## src/rtl/dvrt_pkg.sv

```systemverilog
// ----------------------------------------------------------------------------
// dvrt_pkg
// Shared types and constants of the distance-vector route table.
// ----------------------------------------------------------------------------
package dvrt_pkg;

    localparam logic [7:0]  BROKEN_HOPS  = 8'hFF;
    localparam logic [7:0]  RSSI_UNKNOWN = 8'h81;
    localparam int          RSSI_GAIN    = 10;
    localparam logic [7:0]  HOP_JUMP     = 8'd2;

    localparam logic [1:0] CMD_LOOKUP = 2'd0;
    localparam logic [1:0] CMD_UPSERT = 2'd1;
    localparam logic [1:0] CMD_SWEEP  = 2'd2;
    localparam logic [1:0] CMD_RSSI   = 2'd3;

    localparam logic [1:0] CFG_NBR_TIMEOUT   = 2'd0;
    localparam logic [1:0] CFG_ROUTE_TIMEOUT = 2'd1;
    localparam logic [1:0] CFG_SETTLE        = 2'd2;

    typedef enum logic [3:0] {
        ST_IDLE,
        ST_SCAN,
        ST_DECIDE,
        ST_NBR_OLD,
        ST_NBR_NEW,
        ST_WRITE,
        ST_SWEEP_CHK,
        ST_SWEEP_PROP,
        ST_NBR_SET,
        ST_DONE
    } t_state;

    // controller -> datapath
    typedef struct packed {
        logic load;       // capture input transaction
        logic clr_idx;    // index counter to zero
        logic inc_idx;    // index counter + 1
        logic scan_step;  // evaluate slot at index for lookup/upsert search
        logic decide;     // evaluate upsert rules on found slot
        logic nbr_old;    // nbr search for old next hop (result to rssi_old)
        logic nbr_new;    // nbr search for offered via (result to rssi_new)
        logic commit;     // perform upsert write
        logic sweep_chk;  // sweep: inspect slot idx
        logic sweep_prop; // sweep: propagate break to routes via broken dest
        logic nbr_set;    // set rssi
        logic out_load;   // latch result
    } t_ctl;

    // datapath -> controller
    typedef struct packed {
        logic       last_idx;    // index at last route slot
        logic       need_break;  // sweep slot just broken, propagate
        logic       need_rssi;   // upsert needs rssi compare
    } t_sts;

endpackage

```

## src/rtl/dvrt_ctrl.sv

```systemverilog
// ----------------------------------------------------------------------------
// dvrt_ctrl
// Command sequencer of the route table.
// ----------------------------------------------------------------------------
module dvrt_ctrl
    import dvrt_pkg::*;
(
    input  logic       i_clk,
    input  logic       i_rst_n,
    input  logic       i_start,
    input  logic [1:0] i_cmd,
    input  logic       i_out_free,
    input  t_sts       i_sts,
    output logic       o_busy,
    output t_ctl       o_ctl
);

    t_state r_state, n_state;

    always_ff @(posedge i_clk) begin
        if (!i_rst_n) begin
            r_state <= ST_IDLE;
        end else begin
            r_state <= n_state;
        end
    end

    always_comb begin
        n_state = r_state;
        o_ctl   = '0;
        o_busy  = 1'b1;
        unique case (r_state)
            ST_IDLE: begin
                o_busy = 1'b0;
                if (i_start) begin
                    o_ctl.load    = 1'b1;
                    o_ctl.clr_idx = 1'b1;
                    unique case (i_cmd)
                        CMD_SWEEP: n_state = ST_SWEEP_CHK;
                        CMD_RSSI:  n_state = ST_NBR_SET;
                        default:   n_state = ST_SCAN;
                    endcase
                end
            end
            ST_SCAN: begin
                o_ctl.scan_step = 1'b1;
                o_ctl.inc_idx   = 1'b1;
                if (i_sts.last_idx) n_state = ST_DECIDE;
            end
            ST_DECIDE: begin
                o_ctl.decide  = 1'b1;
                o_ctl.clr_idx = 1'b1;
                if (i_sts.need_rssi) n_state = ST_NBR_OLD;
                else                 n_state = ST_WRITE;
            end
            ST_NBR_OLD: begin
                o_ctl.nbr_old = 1'b1;
                n_state = ST_NBR_NEW;
            end
            ST_NBR_NEW: begin
                o_ctl.nbr_new = 1'b1;
                n_state = ST_WRITE;
            end
            ST_WRITE: begin
                o_ctl.commit = 1'b1;
                n_state = ST_DONE;
            end
            ST_SWEEP_CHK: begin
                o_ctl.sweep_chk = 1'b1;
                if (i_sts.need_break) begin
                    n_state = ST_SWEEP_PROP;
                end else begin
                    o_ctl.inc_idx = 1'b1;
                    if (i_sts.last_idx) n_state = ST_DONE;
                end
            end
            ST_SWEEP_PROP: begin
                o_ctl.sweep_prop = 1'b1;
                o_ctl.inc_idx    = 1'b1;
                if (i_sts.last_idx) n_state = ST_DONE;
                else                n_state = ST_SWEEP_CHK;
            end
            ST_NBR_SET: begin
                o_ctl.nbr_set = 1'b1;
                n_state = ST_DONE;
            end
            ST_DONE: begin
                if (i_out_free) begin
                    o_ctl.out_load = 1'b1;
                    n_state = ST_IDLE;
                end
            end
            default: n_state = ST_IDLE;
        endcase
    end

endmodule

```

## config.mk

```make
export PLATFORM = sky130hd
export DESIGN_NAME = dvrt_ctrl
export DESIGN_NICKNAME = d
export VERILOG_FILES = /design/src/rtl/dvrt_pkg.sv /design/src/rtl/dvrt_ctrl.sv
export SDC_FILE = /design/constraint.sdc
export NUM_CORES = 1
export LEC_CHECK = 0
export BUFFER_PORTS_ARGS = -buffer_cell sky130_fd_sc_hd__buf_2
export CORE_AREA = 2 2 39 41
export CTS_BUF_LIST = sky130_fd_sc_hd__clkbuf_8
export DETAILED_ROUTE_END_ITERATION = 10
export DIE_AREA = 0 0 41 43
export GPL_ROUTABILITY_DRIVEN = 0
export HOLD_SLACK_MARGIN = 0.1
export PLACE_DENSITY = 0.69
export SYNTH_ARGS = -nofsm -noshare
export SYNTH_HDL_FRONTEND = slang
export SYNTH_SLANG_ARGS = --single-unit
```

## constraint.sdc

```tcl
create_clock -name i_clk -period 1.6 [get_ports i_clk]
set_clock_uncertainty 0.15 [all_clocks]
set_input_delay 0.48 -clock i_clk [delete_from_list [all_inputs] [get_ports i_clk]]
set_output_delay 0.48 -clock i_clk [all_outputs]
set_load 0.02 [all_outputs]
```

======== Word level (Yosys, flattened, before mapping) ========
Index checks and enable logic that the tools add are counted.
word-level totals
  register bits after elaboration ......... 4
operators by class
  eq/ne operators ......................... 15
  multiplexer cells ....................... 25
  reduce and logical (&&, ||, !) cells .... 4
operators by type and width
  cell                                                  count
  one-hot mux 4 bit (9 select lines)                    1
  2-to-1 mux 4 bit                                      6
  equality test 4 x 3 -> 1 bit (second input constant)  4
  2-to-1 mux 1 bit                                      13
  equality test 4 x 2 -> 1 bit (second input constant)  2
  equality test 4 bit (second input constant)           2
  one-hot mux 4 bit (2 select lines)                    1
  != test 2 bit (second input constant)                 3
  equality test 2 bit (second input constant)           2
  equality test 4 x 1 -> 1 bit (second input constant)  1
  logical NOT 4 bit                                     1
  one-hot mux 1 bit (2 select lines)                    2
  AND reduction 4 bit                                   1
  OR reduction 2 bit                                    2
  2-to-1 mux 3 bit                                      1
  != test 3 bit (second input constant)                 1
  2-to-1 mux 2 bit                                      1

======== Longest topological paths before layout ========
Gate-level depths: netlist of run 1.
  word-level depth ........................ 4
  mapped depth ............................ 6
  depth with buffers taken out ............ 4

======== Worst setup path after synthesis of run 1 ========
OpenSTA, ideal clock, no wires.
  path type ............................... register to output
  from .................................... register r_state[2]
  to ...................................... output o_ctl[10] (netlist bit)
  data arrival time ....................... 1369 ps
  required time ........................... 970 ps
  setup slack ............................. -399 ps
  stages on the path, launching flop included .. 4
  path through ............................ dfxtp_1 -> buf_2 -> nor3_1 -> or2_1
RTL lines
  element                 RTL line         RTL
  from (decl)             dvrt_ctrl.sv:18  t_state r_state, n_state;
  from (signal assigned)  dvrt_ctrl.sv:24  r_state <= n_state;
  to (decl)               dvrt_ctrl.sv:15  output t_ctl o_ctl

==> flow_summary.toml, run 1 <==
[setup_path]
path_cells = "nor2_1 -> and3_4 -> or2_4 -> buf_6"
cp_top_family = "simple AND/OR/NAND/NOR gates"
crit_type = "flop to output pin"
worstPathRequired_ps = 970
startpoint_type = "flop"
crit_fanout = 3
worst-path-buf-inv = 1
arrival_ps = 1180
end_kind = "output pin"
crit_path_max_incr_delay_ps = 360
crit_slowest_cell = "dfxtp_2"

[cells_and_area]
diodes = 0
top_regs = "r_state (4)"
largest_reg_flops = 4
largest-register = "r_state"
layout-drive-gt1-share = 0.687
fillers = 74
nets = 126
syn2layout_area_growth_pct = 128

[synth]
ys.flop_type = "dfxtp_1"
synth_top_family_by_area = "simple AND/OR/NAND/NOR gates"
ys_warn_count = 0
synth_cells = 67
yosys-top-cells-count = "8 x nor2_1, 6 x nand2_1, 5 x nand2b_1, 5 x nor2b_1, 5 x nor3_1"
synthArstFlopShare = 0
ys_types = 32
synth_area_um2 = 482
synth_top_area_share = 0.166
synthesis.nets = 76
synthTopCellsByArea = "dfxtp_1 17%, a31o_1 7.3%, nand2b_1 6.5%, nor2b_1 6.5%, nor2_1 6.2%"
synth_top_cell_by_area = "dfxtp_1"
synth_most_common_cell = "nor2_1"
ys_ff_latch = 4
synth_edf_count = 0
synth_compound_area_frac = 0.306
synthMuxAreaShare = 0.0208
ys_seq_area_frac = 0.166
synth_fa_ha_area_frac = 0
yosys.area_share.simple = 0.434
synth_area_per_cell_um2 = 7.19
synthXorXnorAreaFrac = 0

[clock_network]
cts-buffers-inserted = 3
insertion_delay_ps = 210
cts_max_level = 1
max-clock-path-buffers = 2
clkTransAtPathRegs_ps = 30
cts_tree = "done"
cts_root_buf = "clkbuf_8"
cts_sinks = 4

[job]
cap_violations = 0

[place]
dp.final_hpwl_um = 1210
port_buffers = 21

[timing]
setup_slack_ps = -211
max_slew_margin = 0.719
layout_min_cycle_time_ps = 1810
finalMaxSlewViolations = 0
finalSetupViolCount = 17
timing.fmax_ghz = 0.552
min_period_over_period = 1.13
rsz0062_at_grt = "true"
tightest_slew_ps = 415
whs_ps = 434
hold_viol_final = 0
setup-tns-final_ps = -2220

[drt]
dr.first_iter.drc_count = 26
drc = 0
detail-route-antenna-nets = 0
via_per_inst = 5.65
wire_per_inst_um = 16.0
wirelength_um = 2100
vias = 740
drt_pass1_iterations = 4

[global_routing]
antenna_found_initial = 0
grt_max_degree = 10
grt_pass1_wl_um = 2770
grt_pass1_vias = 647
overflow = 0
grtUsageTotal = 0.230

[floorplan]
initial_core_util = 0.348
die_h_um = 43
design.core.area_um2 = 1380
rows = 14
die_area_um2 = 1760
pin_count = 22
fp.dieW_um = 41

[run_status]
status = "finished, violations left"
violations = "setup timing"

[min_path]
worstHoldPathType = "input port to flop"

[power]
vdd_ir_drop_max_uv = 1040
power_density_nw_per_um2 = 1880
p_leak_uw = 0.000475
==> repair_timing <==
item,CTS,global route
buffers inserted,5,4
hold buffers,0,0
endpoints found under the hold margin,0,0
setup endpoints to repair,16,17
resized for setup,49,9
pin swaps,14,6
cloned,0,0
==> where the power goes <==
group / leakage [uW] / switching (uW) / internal, uW
sequential: 0.0000350 / 65.4 / 151
clock: 0.0000216 / 47.0 / 160
combinational: 0.000419 / 793 / 851
==> cell families (layout without fill, tap and decap cells) <==
family | after synthesis | count (layout)
mux | 1 | 1
flops | 4 | 4
buf+inv | 7 | 55
compound gates | 18 | 18
simple gates | 37 | 37
==> routing by layer <==
layer / GRT usage / up-vias / share of wire
li1: - / 350 / -
met1: 0.289 / 360 / 0.42
met2: 0.369 / 26 / 0.50
met3: 0.0262 / 4 / 0.071
met4: 0.107 / 0 / 0.013
met5: 0 / - / 0
==> path summary, 6_finish.rpt <==
kind / start / end / slack, ps / depth (start not counted)
worst max register to register: r_state[1] / r_state[1] / -110 / 7
worst max-delay path: r_state[2] / o_ctl[10] / -210 / 4
worst min register to register: r_state[0] / r_state[0] / 640 / 4
worst min-delay path: i_rst_n / r_state[2] / 430 / 2
==> through the flow <==
step                instances  cell area, um2  utilization  power (uW)  setup slack (ps)
floorplan                  67             541            -         907              -114
CTS                       128            1040        0.751        1900              -195
finish                    131            1100        0.794        2070              -211
detailed placement        120             791        0.571        1330              -159
global placement          120             791        0.571        1320              -145
global route              131            1100        0.794        2180              -260
==> cells in the final DEF (no fill, tap or decap), drive strengths merged, types with 2 or more instances in the layout <==
master,instances
buf,50
nand2b,5
dfxtp,4
nand2,6
nor2,8
nor3,6
inv,2
clkbuf,3
and3,2
a31o,4
nor2b,5
==> area by class of cell <==
type                       count  area [um2]  area share
inverter                       2        7.51     0.00683
sequential                     4        90.1      0.0820
multi-input combinational     56         514       0.468
timing repair buffer          50         425       0.387
tap                           16        20.0      0.0182
clock buffer                   3        41.3      0.0376
Note: power is estimated with default switching activity, not from simulation.
==> inputs of run 2 (changes only) <==
--- a/config.mk
+++ b/config.mk
@@ -5,7 +5,7 @@
 export SDC_FILE = /design/constraint.sdc
 export NUM_CORES = 1
 export LEC_CHECK = 0
-export BUFFER_PORTS_ARGS = -buffer_cell sky130_fd_sc_hd__buf_2
+export BUFFER_PORTS_ARGS = -buffer_cell sky130_fd_sc_hd__buf_4
 export CORE_AREA = 2 2 39 41
 export CTS_BUF_LIST = sky130_fd_sc_hd__clkbuf_8
 export DETAILED_ROUTE_END_ITERATION = 10
==> run 2 against run 1 <==
The run still ends with setup timing left. Core utilization increased by 2.4 points. Flip-flop and latch count unchanged. Worst setup slack got worse by 2.2 ps. Fmax decreased by 0.12%. Wire length decreased by 12%. Design area increased by 3.0%. Sequential share of layout area decreased by 0.24 points. First-iteration DRC count decreased by 73%. Clock-buffer cell count unchanged. Global-route usage decreased by 3.7 points. Clock power about the same. Sequential power about the same. Highest routed layer unchanged.
==> flow_summary.toml, run 2 (synthesis gave the netlist of run 1 again) <==
[timing]
min_period_over_period = 1.13
rsz0062_at_grt = "true"
tightest_slew_ps = 328
hold_viol_final = 0
layout_min_cycle_time_ps = 1810
finalMaxSlewViolations = 0
finalSetupViolCount = 17
setup_slack_ps = -213
max_slew_margin = 0.779
setup-tns-final_ps = -2400
timing.fmax_ghz = 0.551

[clock_network]
insertion_delay_ps = 210
max-clock-path-buffers = 2
cts_sinks = 4
cts_tree = "done"
clkTransAtPathRegs_ps = 30
cts-buffers-inserted = 3
cts_max_level = 1
cts_root_buf = "clkbuf_8"

[global_routing]
grt_pass1_vias = 564
grt_pass1_wl_um = 2370
antenna_found_initial = 0
grt_max_degree = 12
overflow = 0
grtUsageTotal = 0.193

[drt]
dr.first_iter.drc_count = 7
drc = 0
drt_pass1_iterations = 3
via_per_inst = 5.29
detail-route-antenna-nets = 0
wire_per_inst_um = 14.3
wirelength_um = 1860
vias = 688

[floorplan]
die_h_um = 43
design.core.area_um2 = 1380
die_area_um2 = 1760
fp.dieW_um = 41
pin_count = 22
initial_core_util = 0.348
rows = 14

[min_path]
hold_path.startpoint = "i_rst_n"
hold-path-cell-count = 2
worst_hold_path.endpoint = "r_state[3]"
worstHoldPathType = "input port to flop"

[setup_path]
arrival_ps = 1180
crit_fanout = 8
end_kind = "output pin"
startpoint_type = "flop"
r2r_slack_ps = -140
r2r_start = "r_state[2]"
crit_path_max_incr_delay_ps = 340
worstPathRequired_ps = 970
reg2regPathDepth = 7
reg2reg_to = "r_state[2]"
crit_type = "flop to output pin"
path_cells = "buf_6 -> nand2_1 -> nor3_2 -> buf_4"
crit_slowest_cell = "dfxtp_2"

[place]
place_area_um2 = 836
dp.final_hpwl_um = 1240
port_buffers = 21

[power]
vdd_ir_drop_max_uv = 1430
p_leak_uw = 0.000488
power_density_nw_per_um2 = 1860

[cells_and_area]
mostFrequentLayoutCells = "30 x buf_4, 16 x buf_6, 5 x nor3_4, 5 x nand2_1"
layout-drive-gt1-share = 0.684
diodes = 0
top_regs = "r_state (4)"
largest_reg_flops = 4
stdcell_area_um2 = 1130
largest-register = "r_state"
syn2layout_area_growth_pct = 135
nets = 125
final_common_cell = "buf_4"

[job]
cap_violations = 0

[run_status]
status = "finished, violations left"
violations = "setup timing"
==> run 2: layout make-up <==
class | instances | area, um2
clock buffer | 3 | 41.3
fill | 80 | 253
inverter | 2 | 7.51
multi-input combinational | 56 | 512
sequential | 4 | 90.1
tap | 16 | 20.0
timing repair buffer | 49 | 460
==> run 2: metrics by stage <==
step	hold slack [ps]	cells	setup WS (ps)	power (uW)	util
after CTS	390	123	-227	1760	0.687
after global placement	529	119	-156	1390	0.604
after detailed placement	537	119	-166	1410	0.604
after floorplan	464	67	-114	907	-
after global routing	399	130	-262	2230	0.817
final	387	130	-213	2100	0.817
==> run 2: power breakdown <==
group / leakage [uW] / switching (uW) / total (uW) / internal [uW]
Sequential: 0.0000350 / 65.5 / 217 / 151
Combinational: 0.000432 / 768 / 1680 / 912
Clock: 0.0000216 / 46.8 / 207 / 160
==> run 2: repair_timing <==
action	4_1_cts	5_1_grt
endpoints found under the setup margin	17	17
pin swaps	5	6
gates cloned	0	1
setup buffers	1	7
resized for setup	19	27
hold buffers	0	0
==> run 2: worst max-delay path by stage <==
stage	slack, ps	endpoint	from
2_1_floorplan	-110	o_ctl[10]	r_state[3]
3_3_place_gp	-160	o_ctl[10]	i_start
3_5_place_dp	-170	o_ctl[10]	i_start
4_1_cts	-230	o_ctl[1]	r_state[1]
5_1_grt	-260	o_ctl[9]	r_state[2]
6_report	-210	o_ctl[4]	r_state[0]
==> run 2: metal layers <==
layer,track usage,share of wire
met1,0.268,0.47
met2,0.303,0.49
met3,0.0157,0.028
met4,0.0600,0.0054
met5,0,0
==> run 2: worst max-delay path, delay by kind of cell (launching register included) <==
kind	cells	cell delay, ps
buffers and inverters	2	330
and+or+nand+nor	2	300
DFF	1	340
==> inputs of run 3 (changes only) <==
--- a/config.mk
+++ b/config.mk
@@ -7,7 +7,7 @@
 export LEC_CHECK = 0
 export BUFFER_PORTS_ARGS = -buffer_cell sky130_fd_sc_hd__buf_4
 export CORE_AREA = 2 2 39 41
-export CTS_BUF_LIST = sky130_fd_sc_hd__clkbuf_8
+export CTS_BUF_LIST = sky130_fd_sc_hd__clkbuf_16
 export DETAILED_ROUTE_END_ITERATION = 10
 export DIE_AREA = 0 0 41 43
 export GPL_ROUTABILITY_DRIVEN = 0
==> run 3 against run 2 <==
The flow still finishes with violations (setup timing). First-iteration DRC count grew to 2.6 times the previous value. Clock-buffer cell count is the same. Clock power grew 85%. Sequential share of layout area shrank 0.27 points. Sequential power grew 3%. Largest power group unchanged.
==> flow_summary.toml, run 3 (synthesis gave the netlist of run 1 again) <==
[run_status]
status = "finished, violations left"
violations = "setup timing"

[floorplan]
die_h_um = 43
rows = 14
initial_core_util = 0.348
fp.dieW_um = 41
pin_count = 22
design.core.area_um2 = 1380
die_area_um2 = 1760

[global_routing]
grtUsageTotal = 0.207
grt_pass1_vias = 587
grt_pass1_wl_um = 2480
antenna_found_initial = 0
grt_max_degree = 12
overflow = 0

[timing]
setup_slack_ps = -292
layout_min_cycle_time_ps = 1890
timing.fmax_ghz = 0.528
tightest_slew_ps = 290
max_slew_margin = 0.804
rsz0062_at_grt = "true"
min_period_over_period = 1.18
hold_viol_final = 0
whs_ps = 382
finalMaxSlewViolations = 0
finalSetupViolCount = 17
setup-tns-final_ps = -2390

[clock_network]
cts_max_level = 1
max-clock-path-buffers = 2
cts_root_buf = "clkbuf_16"
clkTransAtPathRegs_ps = 30
cts_tree = "done"
insertion_delay_ps = 220
hold_buffers = 0
cts_sinks = 4
cts-buffers-inserted = 3

[place]
dp_slack_ps = -166
dp.final_hpwl_um = 1240
port_buffers = 21

[drt]
drc = 0
wirelength_um = 2270
drt_pass1_iterations = 4
dr.first_iter.drc_count = 18
detail-route-antenna-nets = 0
vias = 724
via_per_inst = 5.61
wire_per_inst_um = 17.6

[cells_and_area]
diodes = 0
largest-register = "r_state"
mostFrequentLayoutCells = "27 x buf_4, 18 x buf_6"
syn2layout_area_growth_pct = 143
multi_input_area_um2 = 538
final_common_cell = "buf_4"
fillers = 72
seqCellArea_um2 = 90.1
nets = 124
layout-drive-gt1-share = 0.717
largest_reg_flops = 4
top_regs = "r_state (4)"

[job]
cap_violations = 0

[power]
vdd_ir_drop_max_uv = 1360
power_density_nw_per_um2 = 2010
p_leak_uw = 0.000510

[setup_path]
arrival_ps = 1260
worstPathRequired_ps = 970
crit_end = "o_ctl[9]"
r2r_start = "r_state[1]"
crit_type = "flop to output pin"
end_kind = "output pin"
startpoint_type = "flop"
crit_fanout = 6
reg2regPathDepth = 7
r2r_slack_ps = -70
reg2reg_to = "r_state[3]"
startpoint = "r_state[0]"

[min_path]
worstHoldPathType = "input port to flop"
==> run 3: final cells by class <==
cell class	instances	area share
well taps	16	0.0171
multi-input cells	56	0.459
repair buffers	48	0.376
inverters	2	0.00641
clock buffers	3	0.0641
flip-flops and latches	4	0.0769
==> run 3: worst max-delay path, cell delays in order, from the launching register on <==
cell and delay [ps]:
dfxtp_2 370, buf_6 140, nor3b_4 210, o21a_1 190, buf_6 120
==> run 3: routing by layer <==
metal | wire length, um | track usage | up-vias
met4 | 78 | 0.107 | 0
met5 | 0 | 0 | -
met1 | 915 | 0.281 | 344
met3 | 90 | 0.0366 | 8
met2 | 1190 | 0.300 | 29
li1 | - | - | 343
==> run 3: how the worst min path moves through the flow <==
stage               start          to  depth (start not counted)
2_1_floorplan     i_rst_n  r_state[1]                          1
3_3_place_gp   r_state[0]  r_state[0]                          3
3_5_place_dp   r_state[0]  r_state[0]                          3
4_1_cts           i_rst_n  r_state[3]                          2
5_1_grt           i_rst_n  r_state[3]                          2
6_report          i_rst_n  r_state[3]                          2
==> run 3: where the power goes <==
group / total [uW] / leakage (uW) / switching, uW / internal (uW)
Clock: 383 / 0.0000370 / 64.3 / 319
Sequential: 224 / 0.0000350 / 72.7 / 151
Combinational: 1750 / 0.000438 / 829 / 919
==> run 3: what timing repair did <==
action | 4_1_cts | 5_1_grt
pin swaps | 6 | 10
resized for setup | 20 | 33
setup buffers | 1 | 8
endpoints found under the setup margin | 17 | 17
==> run 3: stage by stage <==
| step | utilization | instances | instance area, um2 | total power, uW |
|---|---|---|---|---|
| finish | 0.846 | 129 | 1170 | 2350 |
| CTS | 0.719 | 123 | 995 | 1960 |
| detailed placement | 0.604 | 119 | 836 | 1410 |
| floorplan | - | 67 | 541 | 907 |
| global placement | 0.604 | 119 | 836 | 1390 |
| global route | 0.846 | 129 | 1170 | 2460 |
